--- src/hw/rtl/vtfs_pkg.sv ---
// ----------------------------------------------------------------------------
// vtfs_pkg
// shared types and constants of the tangent frame sanitizer
// ----------------------------------------------------------------------------
package vtfs_pkg;

  localparam int SRC_W = 32;

  // register indexes, taken from paddr[2]
  localparam logic REG_MIN_THR  = 1'b0;
  localparam logic REG_AXIS_THR = 1'b1;

  localparam logic [15:0] MIN_THR_RESET  = 16'd7;
  localparam logic [14:0] AXIS_THR_RESET = 15'd16368;

  // magnitudes are aligned so that the largest lies in [2^29, 2^30)
  localparam int ALIGN_BITS = 30;
  localparam int SQRT_STEPS = 32;

  typedef struct packed {
    logic [15:0] min_thr;
    logic [14:0] axis_thr;
  } cfg_t;

  typedef struct packed {
    logic signed [SRC_W-1:0] nx;
    logic signed [SRC_W-1:0] ny;
    logic signed [SRC_W-1:0] nz;
    logic signed [SRC_W-1:0] tx;
    logic signed [SRC_W-1:0] ty;
    logic signed [SRC_W-1:0] tz;
    logic signed [SRC_W-1:0] bx;
    logic signed [SRC_W-1:0] by;
    logic signed [SRC_W-1:0] bz;
  } src_t;

endpackage

--- src/hw/rtl/vtfs_front.sv ---
// ----------------------------------------------------------------------------
// vtfs_front
// accepts source words and queues them ahead of the frame pipeline
// ----------------------------------------------------------------------------
module vtfs_front (
  input  logic               clk,
  input  logic               rst,
  input  logic               start,
  output logic               busy,
  input  vtfs_pkg::src_t     src_in,
  output logic               q_valid,
  output vtfs_pkg::src_t     q_word
);

  vtfs_pkg::src_t slots [2];
  logic [1:0] count;
  logic       wr_ptr;
  logic       rd_ptr;
  logic       push;
  logic       pop;

  assign busy    = (count == 2'd2);
  assign push    = start && !busy;
  // the pipeline behind never stalls, so a queued word leaves next cycle
  assign pop     = (count != 2'd0);
  assign q_valid = pop;
  assign q_word  = slots[rd_ptr];

  always_ff @(posedge clk) begin
    if (rst) begin
      count  <= 2'd0;
      wr_ptr <= 1'b0;
      rd_ptr <= 1'b0;
    end else begin
      if (push) wr_ptr <= ~wr_ptr;
      if (pop) rd_ptr <= ~rd_ptr;
      count <= count + {1'b0, push} - {1'b0, pop};
    end
  end

  always_ff @(posedge clk) begin
    if (push) slots[wr_ptr] <= src_in;
  end

endmodule

--- config.mk ---
export PLATFORM = sky130hd
export DESIGN_NAME = vtfs_front
export DESIGN_NICKNAME = d
export VERILOG_FILES = /design/src/hw/rtl/vtfs_pkg.sv /design/src/hw/rtl/vtfs_front.sv
export SDC_FILE = /design/constraint.sdc
export NUM_CORES = 1
export LEC_CHECK = 0
export BUFFER_PORTS_ARGS = -buffer_cell sky130_fd_sc_hd__buf_2
export CAP_MARGIN = 20
export CELL_PAD_IN_SITES_DETAIL_PLACEMENT = 1
export CELL_PAD_IN_SITES_GLOBAL_PLACEMENT = 1
export CORE_MARGIN = 8
export CORE_UTILIZATION = 40
export DETAILED_ROUTE_END_ITERATION = 8
export HOLD_SLACK_MARGIN = 0.12
export PLACE_DENSITY_LB_ADDON = 0.1
export SKIP_LAST_GASP = 1
export SYNTH_ARGS = -nofsm -noshare
export SYNTH_HDL_FRONTEND = slang
export SYNTH_SLANG_ARGS = --single-unit
--- constraint.sdc ---
create_clock -name clk -period 16.4 [get_ports clk]
set_input_delay 1.64 -clock clk [delete_from_list [all_inputs] [get_ports clk]]
set_output_delay 1.64 -clock clk [all_outputs]
set_load 0.02 [all_outputs]
==> qor.yml <==
status: "complete, no violations"
num_vias: 10960
dp_slack_ns: 11.47
row_count: 85
yosysWarnings: 0
fin_nets: 1826
ys_types: 16
powerDensity_mw_per_mm2: 126.7
hold_ws_ns: 0.4488
io_pins: 581
cts_tree: "yes"
max-slew-margin-rel_pct: 29.60
critPathBufInv: 2
endpoint_kind: "output pin"
path_max_fanout: 54
final_layout_size_suffix_gt1_share_pct: 60.58
grt_max_degree: 150
numCtsBuffers: 61
grt_usage_pct: 17.60
finalCritPeriodShare_pct: 29.48
dp_cells: 2168
rsz0062_at_grt: "no"
crit_family: "buffers and inverters"
die_area_sq_mm: 0.06221
portBuffers: 580
worstReg2RegEnd: "slots[0][2]"
hold_path_class: "flop to flop"
cts_root_buffer: "clkbuf_16"
layoutNonFillerInstCount: 2300
clock_skew_ns: 0.01845
p_leak_nw: 10.52
setup-tns-final_ns: 0
start_util_pct: 40.50
clkSinkCount: 581
syn_area_sq_mm: 0.02179
die_h_microns: 249.4
finalWorstSetupSlack_ns: 11.57
drt_iter0_drc: 496
post_dp_cell_area_sq_mm: 0.02534
peakVddDrop_uv: 94.20
cts_setup_buffers: 0
cp-start-kind: "flop"
fin_area_sq_mm: 0.02727
grt_pass1_wl_mm: 80.97
path_cells: "buf_4 > mux2_4 > buf_2"
area_growth_pct: 25.13
hold_viol_final: 0
reg2reg_slack_ns: 12.78
synth_area_leaders: "edfxtp_1 (79%), mux2_4 (14%), mux2_2 (4.5%)"
synth_area_per_cell_sq_um: 23.79
htree_levels: 2
drt_pass1_iterations: 6
slowest_delay_ns: 1.03
cts_resized: 0
gp_congestion: 0.7634
synth_top_area_share_pct: 79.37
dp_hpwl_mm: 40.52
drv_cap: 0
critical_path.slowest_cell: "dfxtp_4"
required_ns: 14.76
insertion_delay_ns: 0.62
syn_inst: 916
worst_slew_pin_slew_ns: 1.056
grt.overflow.total: 0
cp.depth: 3
ctsHoldBuffers: 0
grt_pass1_vias: 11910
reg2reg_from: "count[0]"
antenna_found_initial: 33
syn-num-nets: 1207
viasPerCell: 4.765
wl_mm: 56.92
crit_path_end: "q_word[79]"
critical_path_class: "flop to output pin"
clockBufferDepth: 3
setup_viol: 0
ys_ff_latch: 581
clk_pin_slew_ns: 0.06
fmax_mhz: 206.8
coreArea_sq_mm: 0.05381
synth_seq_area_share_pct: 79.83
slew_violations: 0
finalCriticalPeriod_ns: 4.835
detail_route.wl_per_cell_microns: 24.75
die_x_microns: 249.4
critical_path_arrival_ns: 3.19
drtAntennaViolNets: 0
ff2ff_path_depth: 6
finalPower_mw: 3.456
synth_top_area_cell: "edfxtp_1"
drc_errors: 0
final_util_pct: 50.67
[flip-flops by register name, summed over array words and instances (netlist names), named ones only]
register,count
count,2
slots,576
wr_ptr,1
rd_ptr,1
[worst min-delay path: stages (launching register included)]
cell,delay (ns)
dfxtp_1,0.32
nand2_1,0.06
nor2_1,0.03
[synthesized netlist by cell type (all sizes together)]
cell type / count
a21oi: 2
and3: 1
buf: 32
dfxtp: 5
edfxtp: 576
inv: 3
mux2: 288
nand2: 1
nand2b: 1
nor2: 3
o21ai: 1
or2: 1
or3: 1
xnor2: 1
[placed cells by master, fill, tap and decap left out, types with 3 or more instances in the layout]
cell type	n
diode_2	21
clkinv_1	8
buf_4	6
edfxtp_1	576
clkinv_2	8
buf_2	580
dfxtp_1	4
clkbuf_1	24
clkbuf_8	4
mux2_2	87
mux2_4	201
clkbuf_16	63
nor2_1	3
[area by class of cell]
cell class,instances,area [sq um]
Fill cell,5053,26550
Sequential cell,581,17400
Multi-Input combinational cell,300,4066
Timing Repair Buffer,588,2988
Clock buffer,91,1722
Tap cell,696,870.8
Clock inverter,20,150.1
Antenna cell,21,52.55
Inverter,3,18.77
[where the power goes]
| group | switching (mW) | total [mW] | internal [mW] | leakage [nW] |
|---|---|---|---|---|
| logic | 0.244 | 0.419 | 0.174 | 4.15 |
| registers | 0.0231 | 1.74 | 1.72 | 5.45 |
| clock network | 0.542 | 1.29 | 0.752 | 0.916 |
| total | 0.810 | 3.46 | 2.65 | 10.5 |
[worst min-delay path by stage]
stage / depth (start not counted) / end / slack (ns) / start
final: 2 / count[1] / 0.45 / count[1]
after global routing: 2 / count[1] / 0.47 / count[0]
after CTS: 2 / count[1] / 0.45 / count[1]
after detailed placement: 2 / count[1] / 0.44 / count[0]
after global placement: 2 / count[1] / 0.44 / count[1]
after floorplan: 2 / count[1] / 0.42 / count[1]
[cell families (layout without fill, tap and decap cells)]
logic type	count (synthesis)	after routing	share of synthesized area (%)
flip-flops	581	581	79.83
multiplexers	288	288	18.34
buffers and inverters	35	702	1.533
AND/OR/NAND/NOR	8	8	0.1838
AO/OA/AOI/OAI	3	3	0.06888
XOR/XNOR	1	1	0.04020
other	0	21	0
[per-layer routing]
metal	up-vias	GRT usage, %	share of wire (%)
met1	5535	18.08	35
met3	106	7.919	9.0
met5	-	0	0.40
met2	350	31.81	53
li1	4934	-	-
met4	34	5.503	2.5
Note: power is estimated with default switching activity, not from simulation.
