--- src/hw/rtl/vtfs_pkg.sv ---
// ----------------------------------------------------------------------------
// vtfs_pkg
// shared types and constants of the tangent frame sanitizer
// ----------------------------------------------------------------------------
package vtfs_pkg;

  localparam int SRC_W = 32;

  // register indexes, taken from paddr[2]
  localparam logic REG_MIN_THR  = 1'b0;
  localparam logic REG_AXIS_THR = 1'b1;

  localparam logic [15:0] MIN_THR_RESET  = 16'd7;
  localparam logic [14:0] AXIS_THR_RESET = 15'd16368;

  // magnitudes are aligned so that the largest lies in [2^29, 2^30)
  localparam int ALIGN_BITS = 30;
  localparam int SQRT_STEPS = 32;

  typedef struct packed {
    logic [15:0] min_thr;
    logic [14:0] axis_thr;
  } cfg_t;

  typedef struct packed {
    logic signed [SRC_W-1:0] nx;
    logic signed [SRC_W-1:0] ny;
    logic signed [SRC_W-1:0] nz;
    logic signed [SRC_W-1:0] tx;
    logic signed [SRC_W-1:0] ty;
    logic signed [SRC_W-1:0] tz;
    logic signed [SRC_W-1:0] bx;
    logic signed [SRC_W-1:0] by;
    logic signed [SRC_W-1:0] bz;
  } src_t;

endpackage

--- src/hw/rtl/vtfs_regs.sv ---
// ----------------------------------------------------------------------------
// vtfs_regs
// apb register file holding the two thresholds
// ----------------------------------------------------------------------------
module vtfs_regs (
  input  logic               clk,
  input  logic               rst,
  input  logic               psel,
  input  logic               penable,
  input  logic               pwrite,
  input  logic [2:0]         paddr,
  input  logic [31:0]        pwdata,
  output logic [31:0]        prdata,
  output logic               pready,
  output vtfs_pkg::cfg_t     cfg
);

  logic wr_en;

  assign wr_en  = psel && penable && pwrite;
  assign pready = 1'b1;

  always_ff @(posedge clk) begin
    if (rst) begin
      cfg.min_thr  <= vtfs_pkg::MIN_THR_RESET;
      cfg.axis_thr <= vtfs_pkg::AXIS_THR_RESET;
    end else if (wr_en) begin
      unique case (paddr[2])
        vtfs_pkg::REG_MIN_THR:  cfg.min_thr  <= pwdata[15:0];
        vtfs_pkg::REG_AXIS_THR: cfg.axis_thr <= pwdata[14:0];
        default: ;
      endcase
    end
  end

  always_comb begin
    unique case (paddr[2])
      vtfs_pkg::REG_MIN_THR:  prdata = {16'b0, cfg.min_thr};
      vtfs_pkg::REG_AXIS_THR: prdata = {17'b0, cfg.axis_thr};
      default:                prdata = 32'b0;
    endcase
  end

endmodule

--- config.mk ---
export PLATFORM = sky130hd
export DESIGN_NAME = vtfs_regs
export DESIGN_NICKNAME = d
export VERILOG_FILES = /design/src/hw/rtl/vtfs_pkg.sv /design/src/hw/rtl/vtfs_regs.sv
export SDC_FILE = /design/constraint.sdc
export NUM_CORES = 1
export LEC_CHECK = 0
export BUFFER_PORTS_ARGS = -buffer_cell sky130_fd_sc_hd__buf_2
export CORE_MARGIN = 1
export CORE_UTILIZATION = 46
export DETAILED_ROUTE_END_ITERATION = 12
export HOLD_SLACK_MARGIN = 0.08
export MAX_ROUTING_LAYER = met4
export PLACE_DENSITY = 0.88
export REMOVE_ABC_BUFFERS = 1
export SETUP_SLACK_MARGIN = 0.1
export SYNTH_ARGS = -nofsm -noshare
export SYNTH_HDL_FRONTEND = slang
export SYNTH_SLANG_ARGS = --single-unit
--- constraint.sdc ---
create_clock -name clk -period 1.42 [get_ports clk]
set_input_delay 0.071 -clock clk [delete_from_list [all_inputs] [get_ports clk]]
set_output_delay 0.071 -clock clk [all_outputs]
set_load 0.05 [all_outputs]
==> metrics.cfg, run 1 <==
[cts]
clk_latency_ns = 0.33
cts.htree.levels = 2
ctsResizeCount = 0
cts_tree = done
clockBufferDepth = 2
numCtsBuffers = 5
cts.clk_slew.worst_paths_ns = 0.10
clock_sinks = 31
cts-root-buf = clkbuf_4
cts.hold.buffers_added = 16
postCtsSetupBuffers = 0

[power_and_ir_drop]
power.total_w = 0.002023
p_leak_nw = 0.9835
peakVddDrop_v = 0.0007367
powerDensity_mw_per_mm2 = 914.6

[synthesis]
synthFlopType = dfxtp_1
synth_largest_area_cell = dfxtp_1
async_reset_ff_frac = 0
ys_warn_count = 0
synth_seq_cells = 31
avgSynthCellArea_um2 = 9.634
netlist_top_cells_count = nand2b_1 (34), dfxtp_1 (31), mux2i_1 (31)
synth_most_common_cell = nand2b_1
synth_cell_type_count = 15
synth_edf_count = 0
netlist_instances = 173
synthesis.area_mm2 = 0.001667
ys_top_cells_by_area = dfxtp_1 (37%), mux2i_1 (19%), nand2b_1 (13%)
netlist.area_leader.share = 0.3724
yosysSeqAreaShare = 0.3724

[place]
port_buffers = 68
gp_congestion = 0.7202
dp_hpwl_um = 2278

[grt]
grt_use_total = 0.2018
antenna_found_initial = 0
grt_pass1_wl_um = 5927
grt_pass1_vias = 1287
gr-total-overflow = 0
grt_max_degree = 45

[route]
vias = 1397
postRouteAntennaNets = 0
wl_per_cell_um = 11.60
drc = 0
drt-pass1-iter-count = 4
drtIter0Drc = 42
totalWireLength_um = 3479
viasPerCell = 4.657

[floorplan]
die_x_um = 62.19
placementRows = 21
core_mm2 = 0.003416
die_area_mm2 = 0.003868
die_h_um = 62.19
io_pins = 104
start_util = 0.4879

[timing]
finalClockSkew_ns = 0
tns_ns = 0
drv_slew = 0
timing.final.crit_share = 0.8618
finalSetupViolCount = 0
rsz0062_at_grt = no
fmax_mhz = 817.1
hold_violations = 0
period_needed_ns = 1.224

[worst_setup_path]
cp.arrival_ns = 1.15
worstPathRequired_ns = 1.35
critPathLaunchType = register
reg2reg_slack_ns = 0.78
worst-path-max-fanout = 3
endpoint_kind = primary output
path_class = register to primary output
rr_worst_depth = 2

[cells_and_area]
top_regs = cfg: 31 flops
fin_nets = 293
drive_gt1_frac = 0.3701
diodes = 0
largest_register_ff_count = 31
syn2layout_area_growth_pct = 32.73
top_register = cfg

[flow_run]
drv_cap = 0

[worst_hold_path]
hold_depth = 3
hold_path_class = input pin to register

[run_status]
outcome = finished clean

## power by group
part,leakage [nW],internal [W],switching (W)
registers,0.251,0.000888,0.0000140
logic,0.694,0.000166,0.000371
clock network,0.0386,0.000291,0.000293
## kinds of logic after synthesis
kind of cell | share of synthesized area
buf+inv | 0.1306
mux | 0.2875
other cells | 0.004506
flops | 0.3724
simple gates | 0.2050
## critical path: stages (launching register included)
cell     delay (ns)
dfxtp_1        0.34
mux2_2         0.27
buf_2          0.21
## per-layer routing
metal	routed length, um	share of wire	GRT usage	vias up
met5	0	0	-	-
met3	187	0.054	0.04779	5
li1	-	-	-	689
met2	1755	0.50	0.3585	56
met1	1494	0.43	0.2156	647
met4	42	0.012	0.07849	0
## cell usage in the layout (no fill, tap or decap)
| master | count |
|---|---|
| and4_1 | 1 |
| and4b_1 | 1 |
| buf_12 | 4 |
| buf_2 | 68 |
| clkbuf_1 | 1 |
| clkbuf_4 | 5 |
| clkbuf_8 | 2 |
| conb_1 | 17 |
| dfxtp_1 | 31 |
| dlygate4sd3_1 | 16 |
| mux2_2 | 15 |
| mux2i_1 | 31 |
| nand2b_1 | 34 |
| nand4_1 | 1 |
| nor2_1 | 26 |
| nor2b_1 | 1 |
## worst paths after layout
check / start / end
max: cfg[4]$_SDFFE_PP1P_ / prdata[4]
min: pwrite / cfg[3]$_SDFFE_PP0P_
max reg2reg: cfg[25]$_SDFFE_PP0P_ / cfg[25]$_SDFFE_PP0P_
min reg2reg: cfg[1]$_SDFFE_PP0P_ / cfg[1]$_SDFFE_PP0P_
## area by class of cell
class	count	area (um^2)
clock buffers	8	68.82
fillers	285	1204
multi-input cells	127	884.6
flip-flops and latches	31	620.6
well taps	46	57.56
repair buffers	88	580.6
## metrics by stage
stage | setup slack [ns] | cells | hold slack, ns | instance area [um^2] | util
2_1_floorplan | -0.06147 | 158 | 0.2257 | 1505 | -
5_1_grt | 0.1374 | 300 | 0.1241 | 2212 | 0.6476
6_report | 0.1962 | 300 | 0.1249 | 2212 | 0.6476
3_5_place_dp | 0.3244 | 276 | 0.3504 | 1983 | 0.5806
3_3_place_gp | 0.3240 | 276 | 0.3380 | 1983 | 0.5806
4_1_cts | 0.1864 | 300 | 0.1175 | 2212 | 0.6476
No activity file was read; power rests on OpenSTA's default activity.
==> run 2, diff against run 1 <==
--- a/config.mk
+++ b/config.mk
@@ -7,11 +7,11 @@
 export LEC_CHECK = 0
 export BUFFER_PORTS_ARGS = -buffer_cell sky130_fd_sc_hd__buf_2
 export CORE_MARGIN = 1
-export CORE_UTILIZATION = 46
+export CORE_UTILIZATION = 30
 export DETAILED_ROUTE_END_ITERATION = 12
 export HOLD_SLACK_MARGIN = 0.08
 export MAX_ROUTING_LAYER = met4
-export PLACE_DENSITY = 0.88
+export PLACE_DENSITY = 0.63
 export REMOVE_ABC_BUFFERS = 1
 export SETUP_SLACK_MARGIN = 0.1
 export SYNTH_ARGS = -nofsm -noshare
==> run 2 against run 1 <==
  * Fmax rose by 5.8%
  * Core utilization fell by 21 points
  * Combinational power barely moved
  * Cell count rose by 8.0%
  * Flip-flop and latch count did not move
  * Worst hold slack improved by 0.059 ns
  * Count of clock-buffer cells in the layout fell by 2
  * Global-route usage fell by 7.2 points
  * Critical path type unchanged
==> metrics.cfg, run 2 (synthesis gave the netlist of run 1 again) <==
[cts]
numCtsBuffers = 5  ; unchanged
cts.clk_slew.worst_paths_ns = 0.07  ; -0.03 ns
cts.htree.levels = 2  ; unchanged
postCtsSetupBuffers = 0  ; unchanged
clk_latency_ns = 0.28  ; -0.05 ns
cts-root-buf = clkbuf_8
cts_tree = done
clock_sinks = 31  ; unchanged
clockBufferDepth = 2  ; unchanged

[place]
dp_slack_ns = 0.3272  ; +0.002816 ns
dp_hpwl_um = 2322  ; +1.9%
port_buffers = 68  ; unchanged
gp_congestion = 0.6473  ; -10%
dp.cells = 300  ; +8.7%

[worst_hold_path]
hold_start = pwrite
hold_path_class = input pin to register
hold_depth = 3  ; unchanged
hold_path_end = cfg[14]$_SDFFE_PP0P_

[grt]
grt_pass1_vias = 1198  ; -6.9%
grt_use_total = 0.1300  ; -0.07182
gr-total-overflow = 0  ; unchanged
antenna_found_initial = 0  ; unchanged
grt_pass1_wl_um = 5775  ; -2.6%
grt_max_degree = 61  ; +36%

[route]
vias = 1342  ; -3.9%
postRouteAntennaNets = 0  ; unchanged
drc = 0  ; unchanged
wl_per_cell_um = 10.80  ; -6.9%
drtIter0Drc = 12  ; -71%
drt-pass1-iter-count = 3  ; -1
viasPerCell = 4.142  ; -11%
totalWireLength_um = 3498  ; +0.55%

[timing]
drv_slew = 0  ; unchanged
hold_violations = 0  ; unchanged
period_needed_ns = 1.157  ; -0.06707 ns
layout_setup_ws_ns = 0.2632  ; +0.06707 ns
finalClockSkew_ns = 0  ; unchanged
timing.final.crit_share = 0.8146  ; -0.04723
finalSetupViolCount = 0  ; unchanged
fmax_mhz = 864.5  ; +5.8%
rsz0062_at_grt = no

[cells_and_area]
seqCellArea_um2 = 620.6  ; unchanged
syn2layout_area_growth_pct = 36.71
final_util = 0.4350  ; -0.2126
fin_nets = 293  ; unchanged
largest_register_ff_count = 31  ; unchanged
top_register = cfg
diodes = 0  ; unchanged
final_common_cell = buf_2
drive_gt1_frac = 0.3740  ; +0.003937
fillers = 522  ; +83%
final_cell_mix = buf_2 (68), nand2b_1 (34), mux2i_1 (31), dfxtp_1 (31), nor2_1 (26)
top_regs = cfg: 31 flops
multi_input_area_um2 = 884.6  ; unchanged
stdcell_count = 324  ; +8.0%

[floorplan]
core_mm2 = 0.005238  ; +53%
start_util = 0.3182  ; -0.1697
die_area_mm2 = 0.005858  ; +51%
die_x_um = 76.54  ; +23%
placementRows = 26  ; +24%
io_pins = 104  ; unchanged
die_h_um = 76.54  ; +23%

[run_status]
outcome = finished clean

[worst_setup_path]
worstPathRequired_ns = 1.35  ; about the same
path_class = register to primary output
r2r_end = cfg[12]$_SDFFE_PP1P_
critPathLaunchType = register
r2r-start = cfg[12]$_SDFFE_PP1P_
worst-path-max-fanout = 3  ; unchanged
endpoint_kind = primary output
rr_worst_depth = 2  ; unchanged
cp.arrival_ns = 1.09  ; -0.06 ns
reg2reg_slack_ns = 0.78  ; about the same

[power_and_ir_drop]
powerDensity_mw_per_mm2 = 1025  ; +12%
p_leak_nw = 1.003  ; +2.0%
peakVddDrop_v = 0.0004433  ; -40%
power.total_w = 0.002336  ; +15%

[flow_run]
drv_cap = 0  ; unchanged

-- run 2: critical path, stage by stage (launching register included) --
cell	delay, ns
dfxtp_1	0.34
mux2_2	0.26
buf_2	0.21
-- run 2: per-layer routing --
layer | routed length [um] | up-vias | track usage
li1 | - | 686 | -
met1 | 1637 | 590 | 0.1500
met4 | 46 | 0 | 0.04615
met5 | 0 | - | -
met3 | 244 | 6 | 0.04551
met2 | 1569 | 60 | 0.2081
-- run 2: worst max-delay path by stage --
stage	startpoint	end	slack, ns	cells past startpoint
CTS	cfg[12]$_SDFFE_PP1P_	prdata[12]	0.25	2
detailed placement	paddr[2]	cfg[25]$_SDFFE_PP0P_	0.33	4
finish	cfg[12]$_SDFFE_PP1P_	prdata[12]	0.26	2
floorplan	cfg[30]$_SDFFE_PP0P_	prdata[15]	-0.06	1
global placement	paddr[2]	prdata[12]	0.35	4
global route	cfg[11]$_SDFFE_PP1P_	prdata[11]	0.21	2
-- run 2: power by group --
part | switching (W) | internal [W]
sequential | 0.0000134 | 0.000889
combinational | 0.000369 | 0.000164
clock | 0.000333 | 0.000567
-- run 2: cell type report --
cell class                      count  area share
Clock inverter                      2     0.01538
Tap cell                           70     0.03844
Multi-Input combinational cell    127      0.3882
Timing Repair Buffer               88      0.2493
Sequential cell                    31      0.2724
Clock buffer                        6     0.03624
-- run 2: stage by stage --
| stage | area (um^2) | TNS (ns) | hold slack [ns] |
|---|---|---|---|
| floorplan | 1505 | -0.06147 | 0.2257 |
| CTS | 2278 | 0 | 0.1802 |
| global route | 2278 | 0 | 0.1856 |
| finish | 2278 | 0 | 0.1843 |
| detailed placement | 2001 | 0 | 0.3542 |
| global placement | 2001 | 0 | 0.3463 |
-- run 2: repair_timing --
| action | 4_1_cts | 5_1_grt |
|---|---|---|
| gates resized for setup | 0 | 0 |
| endpoints found under the hold margin | 30 | 0 |
| hold buffers | 16 | 0 |
==> run 3, diff against run 2 <==
==> constraint.sdc (replaced) <==
create_clock -name clk -period 1.2 [get_ports clk]
set_input_delay 0.06 -clock clk [delete_from_list [all_inputs] [get_ports clk]]
set_output_delay 0.06 -clock clk [all_outputs]
set_load 0.05 [all_outputs]
==> run 3 against run 2 <==
  * Non-clock buffer count increased by 20
  * Critical path depth unchanged
  * Cell area grew 17%
  * Largest power group is now clock
  * Critical path type unchanged
  * Highest routed layer unchanged
==> metrics.cfg, run 3 (synthesis gave the netlist of run 1 again) <==
[cts]
clk_latency_ns = 0.28  ; about the same
numCtsBuffers = 5  ; unchanged
cts-root-buf = clkbuf_8
cts_tree = done
cts.htree.levels = 2  ; unchanged
clockBufferDepth = 2  ; unchanged
clock_sinks = 31  ; unchanged
cts.clk_slew.worst_paths_ns = 0.07  ; about the same

[place]
port_buffers = 68  ; unchanged
gp_congestion = 0.6594  ; +1.9%
dp.cells = 301  ; +0.33%
placedInstanceArea_mm2 = 0.002021  ; +1.0%
dp_hpwl_um = 2276  ; -2.0%

[worst_setup_path]
worstPathCellList = mux2_4 -> buf_8
r2r-start = cfg[6]$_SDFFE_PP1P_
critPathLaunchType = register
reg2reg_slack_ns = 0.47  ; -0.31 ns
worst-path-max-fanout = 2  ; -1
worstPathRequired_ns = 1.14  ; -0.21 ns
path_buf_inv = 1  ; unchanged
rr_worst_depth = 3  ; +1
critPathLaunch = cfg[28]$_SDFFE_PP0P_
path_class = register to primary output
path_delay_family = flip-flops
cp.arrival_ns = 1.04  ; -0.05 ns
endpoint_kind = primary output
r2r_end = cfg[6]$_SDFFE_PP1P_
cpPeakStageDelay_ns = 0.33  ; about the same
cp_slowest_cell = dfxtp_2

[worst_hold_path]
hold_path_class = input pin to register
hold_depth = 3  ; unchanged
hold_path_end = cfg[14]$_SDFFE_PP0P_
hold_start = pwrite

[grt]
grt_pass1_wl_um = 6513  ; +13%
grt_use_total = 0.1475  ; +0.01746
grt_max_degree = 61  ; unchanged
antenna_found_initial = 0  ; unchanged
gr-total-overflow = 0  ; unchanged
grt_pass1_vias = 1348  ; +13%

[timing]
period_needed_ns = 1.098
finalClockSkew_ns = 0  ; unchanged
finalSetupViolCount = 0  ; unchanged
fmax_mhz = 910.7
rsz0062_at_grt = yes
drv_slew = 0  ; unchanged
hold_violations = 0  ; unchanged
timing.final.crit_share = 0.9150

[route]
wl_per_cell_um = 11.71  ; +8.4%
drc = 0  ; unchanged
vias = 1459  ; +8.7%
drtIter0Drc = 26  ; +14
dr_wl_met3_um = 208  ; -15%
dr.max_layer_used = met4
wl_met1_um = 1760  ; +7.5%
postRouteAntennaNets = 0  ; unchanged
dr_wl_met2_um = 2012  ; +28%
viasPerCell = 4.241  ; +2.4%
drt-pass1-iter-count = 4  ; +1
totalWireLength_um = 4027  ; +15%

[cells_and_area]
drive_gt1_frac = 0.5255  ; +0.1515
syn2layout_area_growth_pct = 59.38
top_register = cfg
stdcell_count = 344  ; +6.2%
diodes = 0  ; unchanged
top_regs = cfg: 31 flops
final_cell_mix = buf_2 (52), nand2b_1 (34), mux2i_1 (31)
final_common_cell = buf_2
largest_register_ff_count = 31  ; unchanged
post-route-cell-area_mm2 = 0.002656  ; +17%
fin_nets = 313  ; +6.8%

[floorplan]
die_area_mm2 = 0.005858  ; unchanged
start_util = 0.3182  ; unchanged
io_pins = 104  ; unchanged
core_mm2 = 0.005238  ; unchanged
die_h_um = 76.54  ; unchanged
die_x_um = 76.54  ; unchanged
placementRows = 26  ; unchanged

[power_and_ir_drop]
powerDensity_mw_per_mm2 = 1093  ; +6.6%
peakVddDrop_v = 0.0004272  ; -3.6%
p_leak_nw = 1.192  ; +19%

[run_status]
outcome = finished clean

[flow_run]
drv_cap = 0  ; unchanged

[run 3: layout make-up]
class / instances / area (um^2)
sequential: 31 / 656.9
tap: 70 / 87.58
clock inverter: 2 / 35.03
fill: 487 / 2581
timing repair buffer: 108 / 872.1
clock buffer: 6 / 82.58
multi-input combinational: 127 / 922.1
[run 3: per-stage QoR]
stage / hold WS [ns] / power [W] / TNS, ns / util / worst slack, ns
3_5_place_dp: 0.3388 / 0.001687 / 0 / 0.3858 / 0.2145
4_1_cts: 0.1726 / 0.002925 / 0 / 0.4964 / 0.08400
5_1_grt: 0.1915 / 0.003040 / 0 / 0.5072 / 0.05890
6_report: 0.1705 / 0.002903 / 0 / 0.5072 / 0.1019
2_1_floorplan: 0.2147 / 0.001523 / -0.2705 / - / -0.2705
3_3_place_gp: 0.3358 / 0.001684 / 0 / 0.3858 / 0.2445
[run 3: timing repair]
action                                  4_1_cts  5_1_grt
gates cloned                                  0        0
endpoints found under the hold margin        31        0
buffers inserted                             16        3
hold buffers                                 16        0
gates resized for setup                      66       16
endpoints found under the setup margin       15       16
[run 3: worst max-delay path by stage]
stage | end | slack (ns) | cells past startpoint
2_1_floorplan | prdata[15] | -0.27 | 1
3_3_place_gp | prdata[3] | 0.24 | 4
3_5_place_dp | cfg[21]$_SDFFE_PP0P_ | 0.21 | 4
4_1_cts | prdata[13] | 0.08 | 2
5_1_grt | prdata[13] | 0.06 | 2
6_report | prdata[13] | 0.10 | 2
[run 3: per-layer routing]
| layer | vias up | track usage |
|---|---|---|
| li1 | 729 | - |
| met1 | 665 | 0.1624 |
| met2 | 60 | 0.2541 |
| met3 | 5 | 0.04431 |
| met4 | 0 | 0.04615 |
| met5 | - | - |
[run 3: worst reg2reg max path: stages (launching register included)]
cell,delay [ns]
dfxtp_2,0.32
buf_4,0.13
nor2_1,0.09
mux2i_1,0.07
[run 3: power breakdown]
group          total (W)  internal (W)  switching [W]
clock            0.00108      0.000672       0.000410
combinational   0.000752      0.000288       0.000464
sequential       0.00107       0.00106      0.0000140
